[src/hw/rtl/bra_pkg.sv]
// Shared types and constants for the bitmap run allocator.
// No dependencies; used by bra_ctrl, bra_dpath and bitmap_run_allocator.
`default_nettype none

package bra_pkg;

    localparam int MAP_BYTES = 128;
    localparam int WORD_W    = 32;
    localparam int MAP_WORDS = MAP_BYTES / (WORD_W / 8);
    localparam int WORD_AW   = $clog2(MAP_WORDS);

    // register index, decoded from paddr[2]
    localparam logic REG_BYTES_IN_USE = 1'b0;

    typedef enum logic [1:0] {
        MODE_TEST  = 2'd0,
        MODE_SCAN  = 2'd1,
        MODE_SET   = 2'd2,
        MODE_CLEAR = 2'd3
    } t_mode;

    typedef enum logic [2:0] {
        STAT_OK      = 3'd0,
        STAT_INVALID = 3'd1,
        STAT_NONE    = 3'd2,
        STAT_OFF_END = 3'd3,
        STAT_RANGE   = 3'd4
    } t_status;

    typedef struct packed {
        logic load;
        logic quick;
        logic clr;
        logic rd;
        logic scan_init;
        logic scan_run;
        logic res_rd;
        logic wr;
        logic out_load;
    } t_cmd;

    typedef struct packed {
        t_mode mode;
        logic  quick;
        logic  scan_done;
        logic  out_free;
    } t_sts;

endpackage

`default_nettype wire

[src/hw/rtl/bra_ctrl.sv]
// Controller FSM for the bitmap run allocator: sequences item load, memory
// access, scan and result hand-off. Depends on bra_pkg.
`default_nettype none

module bra_ctrl
    import bra_pkg::*;
(
    input  wire  i_clk,
    input  wire  i_rst_n,
    input  wire  i_in_valid,
    output logic o_in_stall,
    input  t_sts i_sts,
    output t_cmd o_cmd
);

    typedef enum logic [4:0] {
        ST_IDLE = 5'b00001,
        ST_OP   = 5'b00010,
        ST_RD   = 5'b00100,
        ST_SCAN = 5'b01000,
        ST_DONE = 5'b10000
    } t_state;

    t_state r_state, n_state;

    assign o_in_stall = (r_state != ST_IDLE);

    always_comb begin
        n_state = r_state;
        o_cmd   = '0;
        unique case (r_state)
            ST_IDLE: begin
                if (i_in_valid) begin
                    o_cmd.load = 1'b1;
                    n_state    = ST_OP;
                end
            end
            ST_OP: begin
                if (i_sts.quick) begin
                    o_cmd.quick = 1'b1;
                    o_cmd.clr   = (i_sts.mode == MODE_CLEAR);
                    n_state     = ST_DONE;
                end else if (i_sts.mode == MODE_SCAN) begin
                    o_cmd.scan_init = 1'b1;
                    n_state         = ST_SCAN;
                end else begin
                    o_cmd.rd = 1'b1;
                    n_state  = ST_RD;
                end
            end
            ST_RD: begin
                o_cmd.res_rd = 1'b1;
                o_cmd.wr     = (i_sts.mode == MODE_SET);
                n_state      = ST_DONE;
            end
            ST_SCAN: begin
                o_cmd.scan_run = 1'b1;
                if (i_sts.scan_done) begin
                    n_state = ST_DONE;
                end
            end
            ST_DONE: begin
                if (i_sts.out_free) begin
                    o_cmd.out_load = 1'b1;
                    n_state        = ST_IDLE;
                end
            end
            default: begin
                n_state = ST_IDLE;
            end
        endcase
    end

    always_ff @(posedge i_clk) begin
        if (!i_rst_n) begin
            r_state <= ST_IDLE;
        end else begin
            r_state <= n_state;
        end
    end

endmodule

`default_nettype wire

[src/hw/rtl/bra_dpath.sv]
// Datapath for the bitmap run allocator: item registers, bitmap word memory
// with valid bits, word-at-a-time run search and result registers.
// Depends on bra_pkg.
`default_nettype none

module bra_dpath
    import bra_pkg::*;
(
    input  wire         i_clk,
    input  wire         i_rst_n,
    input  wire  [7:0]  i_len,
    input  wire  [1:0]  i_mode,
    input  wire  [10:0] i_bit_pos,
    input  wire  [7:0]  i_value,
    input  wire  [10:0] i_run_length,
    input  wire         i_out_stall,
    output logic        o_out_valid,
    output logic [2:0]  o_status,
    output logic [9:0]  o_found_index,
    output logic        o_bit_value,
    input  t_cmd        i_cmd,
    output t_sts        o_sts
);

    // latched item
    t_mode       r_mode;
    logic [10:0] r_bit_pos;
    logic [7:0]  r_value;
    logic [10:0] r_run_length;

    always_ff @(posedge i_clk) begin
        if (i_cmd.load) begin
            r_mode       <= t_mode'(i_mode);
            r_bit_pos    <= i_bit_pos;
            r_value      <= i_value;
            r_run_length <= i_run_length;
        end
    end

    // quick checks
    logic    range_err, val_bad, len_zero, quick;
    t_status quick_status;

    assign range_err = (r_bit_pos[10:3] >= i_len);
    assign val_bad   = |r_value[7:1];
    assign len_zero  = (i_len == 8'd0);

    always_comb begin
        quick        = 1'b1;
        quick_status = STAT_OK;
        unique case (r_mode)
            MODE_TEST: begin
                quick        = range_err;
                quick_status = STAT_RANGE;
            end
            MODE_SET: begin
                quick        = range_err | val_bad;
                quick_status = range_err ? STAT_RANGE : STAT_OK;
            end
            MODE_SCAN: begin
                quick        = val_bad | len_zero;
                quick_status = val_bad ? STAT_INVALID : STAT_NONE;
            end
            MODE_CLEAR: begin
                quick        = 1'b1;
                quick_status = STAT_OK;
            end
            default: begin
                quick        = 1'b1;
                quick_status = STAT_OK;
            end
        endcase
    end

    // bitmap memory
    logic [WORD_W-1:0]    r_mem [MAP_WORDS];
    logic [MAP_WORDS-1:0] r_wvalid;
    logic [WORD_W-1:0]    r_rdata;
    logic                 r_rvalid;
    logic [WORD_AW-1:0]   r_rd_word, r_ev_word;
    logic [WORD_AW-1:0]   rd_addr, item_addr;
    logic                 rd_en;
    logic [WORD_W-1:0]    rd_word, set_word;

    assign item_addr = r_bit_pos[WORD_AW+4:5];
    assign rd_en     = i_cmd.rd | i_cmd.scan_init | i_cmd.scan_run;

    always_comb begin
        if (i_cmd.scan_run) begin
            rd_addr = r_rd_word;
        end else if (i_cmd.scan_init) begin
            rd_addr = '0;
        end else begin
            rd_addr = item_addr;
        end
    end

    always_ff @(posedge i_clk) begin
        if (rd_en) begin
            r_rdata  <= r_mem[rd_addr];
            r_rvalid <= r_wvalid[rd_addr];
        end
    end

    always_ff @(posedge i_clk) begin
        if (i_cmd.wr) begin
            r_mem[item_addr] <= set_word;
        end
    end

    always_ff @(posedge i_clk) begin
        if (!i_rst_n) begin
            r_wvalid <= '0;
        end else if (i_cmd.clr) begin
            r_wvalid <= '0;
        end else if (i_cmd.wr) begin
            r_wvalid[item_addr] <= 1'b1;
        end
    end

    assign rd_word = r_rvalid ? r_rdata : '0;

    always_comb begin
        set_word                 = rd_word;
        set_word[r_bit_pos[4:0]] = r_value[0];
    end

    // scan word pipeline
    always_ff @(posedge i_clk) begin
        if (i_cmd.scan_init) begin
            r_rd_word <= WORD_AW'(1);
            r_ev_word <= '0;
        end else if (i_cmd.scan_run) begin
            r_rd_word <= r_rd_word + WORD_AW'(1);
            r_ev_word <= r_rd_word;
        end
    end

    // run search over one word
    logic [7:0]        len_m1;
    logic [WORD_AW-1:0] last_w;
    logic              ev_last, last_bit;
    logic [WORD_W-1:0] ev_raw, ev_mask, ev_m, ok;
    logic [WORD_W-1:0] a_lvl [6];
    logic [WORD_W-1:0] a_sel;
    logic [2:0]        k_sel;
    logic [4:0]        d_sh;
    logic              rl_zero, rl_small;
    logic [5:0]        lead_run, top_run;
    logic [4:0]        ok_pos;
    logic              any_ok, carry_ok, ev_found;
    logic [11:0]       carry_sum;
    logic [10:0]       r_c;
    logic [9:0]        r_s;
    logic [9:0]        found_pos;

    assign len_m1   = i_len - 8'd1;
    assign last_w   = len_m1[6:2];
    assign ev_last  = (r_ev_word == last_w);
    assign ev_raw   = r_value[0] ? rd_word : ~rd_word;
    assign last_bit = ev_raw[{len_m1[1:0], 3'b111}];

    always_comb begin
        if (ev_last) begin
            ev_mask = {{8{len_m1[1:0] == 2'd3}}, {8{len_m1[1]}},
                       {8{len_m1[1:0] != 2'd0}}, 8'hff};
        end else begin
            ev_mask = '1;
        end
    end

    assign ev_m = ev_raw & ev_mask;

    always_comb begin
        a_lvl[0] = ev_m;
        for (int i = 0; i < 5; i++) begin
            a_lvl[i+1] = a_lvl[i] & (a_lvl[i] >> (1 << i));
        end
    end

    assign rl_zero  = (r_run_length == 11'd0);
    assign rl_small = (r_run_length <= 11'd32);

    always_comb begin
        if (r_run_length[5]) begin
            k_sel = 3'd5;
            d_sh  = 5'd0;
        end else if (r_run_length[4]) begin
            k_sel = 3'd4;
            d_sh  = {1'b0, r_run_length[3:0]};
        end else if (r_run_length[3]) begin
            k_sel = 3'd3;
            d_sh  = {2'b0, r_run_length[2:0]};
        end else if (r_run_length[2]) begin
            k_sel = 3'd2;
            d_sh  = {3'b0, r_run_length[1:0]};
        end else if (r_run_length[1]) begin
            k_sel = 3'd1;
            d_sh  = {4'b0, r_run_length[0]};
        end else begin
            k_sel = 3'd0;
            d_sh  = 5'd0;
        end
    end

    assign a_sel = a_lvl[k_sel];

    always_comb begin
        if (rl_zero) begin
            ok = ev_m;
        end else if (rl_small) begin
            ok = a_sel & (a_sel >> d_sh);
        end else begin
            ok = '0;
        end
    end

    always_comb begin
        lead_run = 6'd32;
        top_run  = 6'd32;
        ok_pos   = '0;
        for (int i = WORD_W - 1; i >= 0; i--) begin
            if (!ev_m[i]) lead_run = 6'(i);
            if (ok[i]) ok_pos = 5'(i);
        end
        for (int i = 0; i < WORD_W; i++) begin
            if (!ev_m[i]) top_run = 6'(WORD_W - 1 - i);
        end
    end

    assign any_ok    = |ok;
    assign carry_sum = {1'b0, r_c} + {6'b0, lead_run};
    assign carry_ok  = !rl_zero && (carry_sum >= {1'b0, r_run_length});
    assign ev_found  = carry_ok | any_ok;

    always_comb begin
        if (carry_ok) begin
            found_pos = r_s;
        end else if (rl_zero) begin
            found_pos = {r_ev_word, ok_pos[4:3], 3'b000};
        end else begin
            found_pos = {r_ev_word, ok_pos};
        end
    end

    always_ff @(posedge i_clk) begin
        if (i_cmd.scan_init) begin
            r_c <= '0;
            r_s <= '0;
        end else if (i_cmd.scan_run && !ev_found) begin
            if (&ev_m) begin
                r_c <= r_c + 11'd32;
            end else begin
                r_c <= {5'b0, top_run};
                r_s <= {r_ev_word, 5'b0} + {4'b0, 6'd32 - top_run};
            end
        end
    end

    // result and output registers
    t_status    r_res_status;
    logic [9:0] r_res_found;
    logic       r_res_bit;

    always_ff @(posedge i_clk) begin
        if (i_cmd.quick) begin
            r_res_status <= quick_status;
            r_res_found  <= '0;
            r_res_bit    <= 1'b0;
        end else if (i_cmd.res_rd) begin
            r_res_status <= STAT_OK;
            r_res_found  <= '0;
            r_res_bit    <= (r_mode == MODE_TEST) & rd_word[r_bit_pos[4:0]];
        end else if (i_cmd.scan_run && (ev_found || ev_last)) begin
            r_res_bit <= 1'b0;
            if (ev_found) begin
                r_res_status <= STAT_OK;
                r_res_found  <= found_pos;
            end else begin
                r_res_status <= last_bit ? STAT_OFF_END : STAT_NONE;
                r_res_found  <= '0;
            end
        end
    end

    logic r_out_valid;

    always_ff @(posedge i_clk) begin
        if (!i_rst_n) begin
            r_out_valid <= 1'b0;
        end else if (i_cmd.out_load) begin
            r_out_valid <= 1'b1;
        end else if (!i_out_stall) begin
            r_out_valid <= 1'b0;
        end
    end

    always_ff @(posedge i_clk) begin
        if (i_cmd.out_load) begin
            o_status      <= r_res_status;
            o_found_index <= r_res_found;
            o_bit_value   <= r_res_bit;
        end
    end

    assign o_out_valid     = r_out_valid;
    assign o_sts.mode      = r_mode;
    assign o_sts.quick     = quick;
    assign o_sts.scan_done = ev_found | ev_last;
    assign o_sts.out_free  = !r_out_valid || !i_out_stall;

endmodule

`default_nettype wire

[src/hw/rtl/bitmap_run_allocator.sv]
// Top level of the bitmap run allocator: APB register, controller and
// datapath. Depends on bra_pkg, bra_ctrl and bra_dpath.
//
//   port group    direction  handshake                    payload
//   input item    in         i_in_valid / o_in_stall      i_mode, i_bit_pos, i_value,
//                                                          i_run_length
//   result        out        o_out_valid / i_out_stall    o_status, o_found_index,
//                                                          o_bit_value
//   config        in/out     psel, penable, pwrite, pready  paddr, pwdata, prdata
//
// Test and set go through ST_OP, ST_RD and ST_DONE; clear and rejected items go
// from ST_OP straight to ST_DONE, which hands off the result. Scan reads one 32-bit
// map word per cycle from the word memory until a run is found or the last word in use.
// Reset is synchronous; the map reads as zeros after reset (per-word valid
// bits), bytes_in_use resets to 128. A stalled result holds in the output
// register while the next item is already accepted and worked on.
`default_nettype none

module bitmap_run_allocator
    import bra_pkg::*;
(
    input  wire         i_clk,
    input  wire         i_rst_n,
    input  wire         i_in_valid,
    output logic        o_in_stall,
    input  wire  [1:0]  i_mode,
    input  wire  [10:0] i_bit_pos,
    input  wire  [7:0]  i_value,
    input  wire  [10:0] i_run_length,
    output logic        o_out_valid,
    input  wire         i_out_stall,
    output logic [2:0]  o_status,
    output logic [9:0]  o_found_index,
    output logic        o_bit_value,
    input  wire         psel,
    input  wire         penable,
    input  wire         pwrite,
    input  wire  [2:0]  paddr,
    input  wire  [31:0] pwdata,
    output logic [31:0] prdata,
    output logic        pready
);

    logic [7:0] r_bytes_in_use;
    logic [7:0] act_len;
    logic       cfg_wr;
    t_cmd       cmd;
    t_sts       sts;

    assign pready = 1'b1;
    assign cfg_wr = psel & penable & pwrite & pready & (paddr[2] == REG_BYTES_IN_USE);

    always_ff @(posedge i_clk) begin
        if (!i_rst_n) begin
            r_bytes_in_use <= 8'(MAP_BYTES);
        end else if (cfg_wr) begin
            r_bytes_in_use <= pwdata[7:0];
        end
    end

    assign prdata  = (paddr[2] == REG_BYTES_IN_USE) ? {24'b0, r_bytes_in_use} : 32'b0;
    assign act_len = (r_bytes_in_use > 8'(MAP_BYTES)) ? 8'(MAP_BYTES) : r_bytes_in_use;

    bra_ctrl u_ctrl (
        .i_clk      (i_clk),
        .i_rst_n    (i_rst_n),
        .i_in_valid (i_in_valid),
        .o_in_stall (o_in_stall),
        .i_sts      (sts),
        .o_cmd      (cmd)
    );

    bra_dpath u_dpath (
        .i_clk         (i_clk),
        .i_rst_n       (i_rst_n),
        .i_len         (act_len),
        .i_mode        (i_mode),
        .i_bit_pos     (i_bit_pos),
        .i_value       (i_value),
        .i_run_length  (i_run_length),
        .i_out_stall   (i_out_stall),
        .o_out_valid   (o_out_valid),
        .o_status      (o_status),
        .o_found_index (o_found_index),
        .o_bit_value   (o_bit_value),
        .i_cmd         (cmd),
        .o_sts         (sts)
    );

endmodule

`default_nettype wire
[config.mk]
export PLATFORM = sky130hd
export DESIGN_NAME = bitmap_run_allocator
export DESIGN_NICKNAME = d
export VERILOG_FILES = /design/src/hw/rtl/bra_pkg.sv /design/src/hw/rtl/bra_ctrl.sv /design/src/hw/rtl/bra_dpath.sv /design/src/hw/rtl/bitmap_run_allocator.sv
export SDC_FILE = /design/constraint.sdc
export NUM_CORES = 2
export LEC_CHECK = 0
export ABC_CLOCK_PERIOD_IN_PS = 10450
export BUFFER_PORTS_ARGS = -buffer_cell sky130_fd_sc_hd__buf_2
export CAP_MARGIN = 25
export CORE_MARGIN = 5
export CORE_UTILIZATION = 60
export CTS_BUF_LIST = sky130_fd_sc_hd__clkbuf_4
export CTS_CLUSTER_DIAMETER = 200
export DETAILED_ROUTE_END_ITERATION = 16
export PLACE_DENSITY = 0.77
export SETUP_SLACK_MARGIN = 0.02
export SLEW_MARGIN = 0
export SYNTH_ARGS = -nofsm -noshare
export SYNTH_HDL_FRONTEND = slang
export SYNTH_SLANG_ARGS = --single-unit
[constraint.sdc]
create_clock -name i_clk -period 10.45 [get_ports i_clk]
set_input_delay 2.09 -clock i_clk [delete_from_list [all_inputs] [get_ports i_clk]]
set_output_delay 2.09 -clock i_clk [all_outputs]
set_load 0.01 [all_outputs]
==> flow_metrics.env <==
export IMPL_outcome="finished, final reports clean"
export IMPL_vias_per_cell=6.669
export IMPL_vias=41050
export IMPL_drc=0
export IMPL_register_area_mm2=0.03497
export IMPL_ios=123
export IMPL_r2r_slack_ns=0.84
export IMPL_r2r_cells=39
export IMPL_synth_top_area_share_pct=61.54
export IMPL_cts_sinks=1194
export IMPL_rr_startpoint="r_bytes_in_use[7]"
export IMPL_power_density_mw_per_mm2=179.8
export IMPL_grt_pass1_vias=39060
export IMPL_tightest_slew_ns=1.145
export IMPL_ys_warn_count=0
export IMPL_grt_use_total_pct=33.44
export IMPL_die_area_mm2=0.09605
export IMPL_avgSynthCellArea_um2=11.66
export IMPL_finalInstanceArea_mm2=0.05965
export IMPL_cts_hold_buf=0
export IMPL_fin_worst_skew_ns=0.1134
export IMPL_maxSlewViolCount=0
export IMPL_cp_common_cell="a21oi_1"
export IMPL_dominantRegCellSynth="edfxtp_1"
export IMPL_ir_drop_uv=101.0
export IMPL_synthTopCellsByCount="edfxtp_1 (1106), nand2_1 (1053), nand3_1 (375)"
export IMPL_hold_viol_final=0
export IMPL_power_leakage_nw=20.56
export IMPL_worstSetupEndpoint="u_dpath.r_res_status[1]"
export IMPL_grt_use_met2_pct=52.79
export IMPL_reg2reg_to="u_dpath.r_res_status[1]"
export IMPL_clk_pin_slew_ns=0.07
export IMPL_synthCells=4628
export IMPL_relSlewSlack_pct=23.68
export IMPL_die_x_um=309.9
export IMPL_drtAntennaViolNets=0
export IMPL_cp_end_kind="flop"
export IMPL_cpMaxStageDelayCell="dfxtp_1"
export IMPL_drv_cap=0
export IMPL_grt_met3_usage_pct=7.160
export IMPL_syn_to_final_growth_pct=10.53
export IMPL_drtIter0Drc=6297
export IMPL_crit_start="r_bytes_in_use[7]"
export IMPL_firstDrtPassIters=9
export IMPL_core_mm2=0.08960
export IMPL_grt_busiest_layer="met2"
export IMPL_setup_viol=0
export IMPL_grt_pass1_wl_um=239400
export IMPL_fillerInstances=6446
export IMPL_numCtsBuffers=308
export IMPL_grt_setup_unrepaired="false"
export IMPL_fin_nets=4913
export IMPL_fin_crit_sh_pct=92.01
export IMPL_place_gp_congestion=1.077
export IMPL_cts_setup_buffers=0
export IMPL_synthesis_area_mm2=0.05397
export IMPL_dp_hpwl_um=90030
export IMPL_yosysMostFrequentCell="edfxtp_1"
export IMPL_antenna_found_initial=5
export IMPL_drt_wl_total_um=163800
export IMPL_crit_type="reg -> reg"
export IMPL_drive_gt1_share_pct=15.30
export IMPL_place_area_mm2=0.05583
export IMPL_cp_max_fo=15
export IMPL_min_period_ns=9.615
export IMPL_wire_per_inst_um=26.61
export IMPL_crit_required_ns=11.28
export IMPL_cts_root_buf="clkbuf_4"
export IMPL_synth_edff_count=1106
export IMPL_h_tree_depth=5
export IMPL_use_met1_pct=44.05
export IMPL_floorplan_die_height_um=309.9
export IMPL_synth_cell_types=99
export IMPL_ys_ff_latch=1194
export IMPL_finalSetupTns_ns=0
export IMPL_fmax_mhz=104.0
export IMPL_cts_tree="done"
export IMPL_start_util_pct=60.24
export IMPL_rows=110
export IMPL_synth_top_cell_by_area="edfxtp_1"
export IMPL_multi_input_area_mm2=0.01795
export IMPL_hold_class="reg -> reg"
export IMPL_setup_slack_ns=0.8352
export IMPL_grt_max_degree=159
export IMPL_portBuffers=71
export IMPL_hold_ws_ns=0.4125
export IMPL_grt_ovfl_total=0
export IMPL_slowest_delay_ns=0.63
export IMPL_cts_resized=0
export IMPL_insertion_delay_ns=1.16
export IMPL_startpoint_type="flop"
export IMPL_cts_path_max_buffers=4
export IMPL_synth_area_leaders="edfxtp_1 (62%), nand2_1 (7.3%), nand3_1 (3.5%)"
export IMPL_pre_cts_ws_ns=0.9093
export IMPL_synth_async_reset_ratio_pct=0
export IMPL_synth_yosys_seq_area_share_pct=64.80
export IMPL_arrival_ns=10.44
==> layout make-up <==
class	instances	share of cell area, %
clock buffer	433	5.449
tap	1176	2.467
antenna	6	0.02517
clock inverter	51	0.5894
sequential	1194	58.63
timing repair buffer	190	2.450
multi-input combinational	3060	30.10
inverter	46	0.2936
==> per-stage QoR <==
step	utilization (%)	power, mW	std cells
finish	66.58	10.72	6156
global route	66.57	11.15	6154
global placement	62.31	6.932	5653
detailed placement	62.31	6.952	5653
CTS	66.33	10.72	6137
floorplan	-	6.440	4651
==> cell families (layout without fill, tap and decap cells) <==
| family | after synthesis | count (layout) | share of synthesized area (%) |
|---|---|---|---|
| compound gates | 922 | 922 | 12.06 |
| buf+inv | 397 | 720 | 3.044 |
| other cells | 2 | 31 | 0.01392 |
| fa+ha+maj | 39 | 39 | 0.9181 |
| mux | 150 | 150 | 2.903 |
| flops | 1194 | 1194 | 64.80 |
| simple gates | 1858 | 1858 | 15.19 |
| xor+xnor | 66 | 66 | 1.071 |
==> flip-flops by register name, summed over array words and instances (netlist names) <==
name,count
u_dpath.r_rvalid,1
u_dpath.r_c,11
u_dpath.r_bit_pos,11
u_dpath.r_rd_word,5
u_dpath.r_s,10
u_dpath.o_out_valid,1
r_bytes_in_use,8
u_ctrl.r_state,5
u_dpath.o_status,3
u_dpath.r_mem,1024
u_dpath.r_run_length,11
u_dpath.r_ev_word,5
u_dpath.r_res_status,3
u_dpath.r_value,8
u_dpath.r_res_bit,1
u_dpath.r_mode,2
u_dpath.o_found_index,10
u_dpath.o_bit_value,1
u_dpath.r_rdata,32
u_dpath.r_res_found,10
u_dpath.r_wvalid,32
==> how the worst min path moves through the flow <==
stage / cells after the start / end / from / slack [ns]
global placement: 0 / u_dpath.o_status[2] / u_dpath.r_res_status[2] / 0.40
floorplan: 0 / u_dpath.o_status[0] / u_dpath.r_res_status[0] / 0.40
detailed placement: 0 / u_dpath.o_status[0] / u_dpath.r_res_status[0] / 0.41
finish: 0 / u_dpath.o_status[2] / u_dpath.r_res_status[2] / 0.41
CTS: 0 / u_dpath.o_status[2] / u_dpath.r_res_status[2] / 0.39
global route: 0 / u_dpath.o_status[1] / u_dpath.r_res_status[1] / 0.42
==> worst max-delay path, delay by kind of cell, from the launching register on <==
family	cells	cell delay (ns)
adder cells (fa/ha/maj)	4	1.24
multiplexers	1	0.36
AO/OA/AOI/OAI	18	3.52
AND/OR/NAND/NOR	12	2.62
buffers and inverters	2	0.60
XOR/XNOR	2	0.35
flip-flops	1	0.63
==> placed cells by master (no fill, tap or decap), types with 24 or more instances in the layout <==
master / instances
xnor2_1: 54
nor2b_1: 27
clkinv_1: 41
nor4_1: 49
conb_1: 25
o21ai_0: 114
a21o_1: 27
nor2_1: 123
nand3_1: 374
edfxtp_1: 1106
dfxtp_1: 88
nor2_4: 35
clkbuf_4: 433
o22ai_1: 24
a32oi_1: 144
nor3_1: 46
o211ai_1: 33
a211oi_1: 29
buf_4: 97
nand4_1: 30
buf_2: 72
nand2_1: 1052
a31oi_1: 169
o21a_1: 47
mux2i_1: 140
a21oi_1: 105
ha_1: 38
inv_1: 42
==> metal layers <==
metal / wire (µm) / part of all wire (%)
met2: 75530 / 46
met4: 8984 / 5.5
met3: 20030 / 12
met1: 59240 / 36
met5: 25 / 0.015
==> power breakdown <==
group	internal [mW]	switching, mW
logic	0.454	1.12
clock network	2.03	1.77
registers	5.28	0.0716
total	7.77	2.96
No activity file was read; power rests on OpenSTA's default activity.
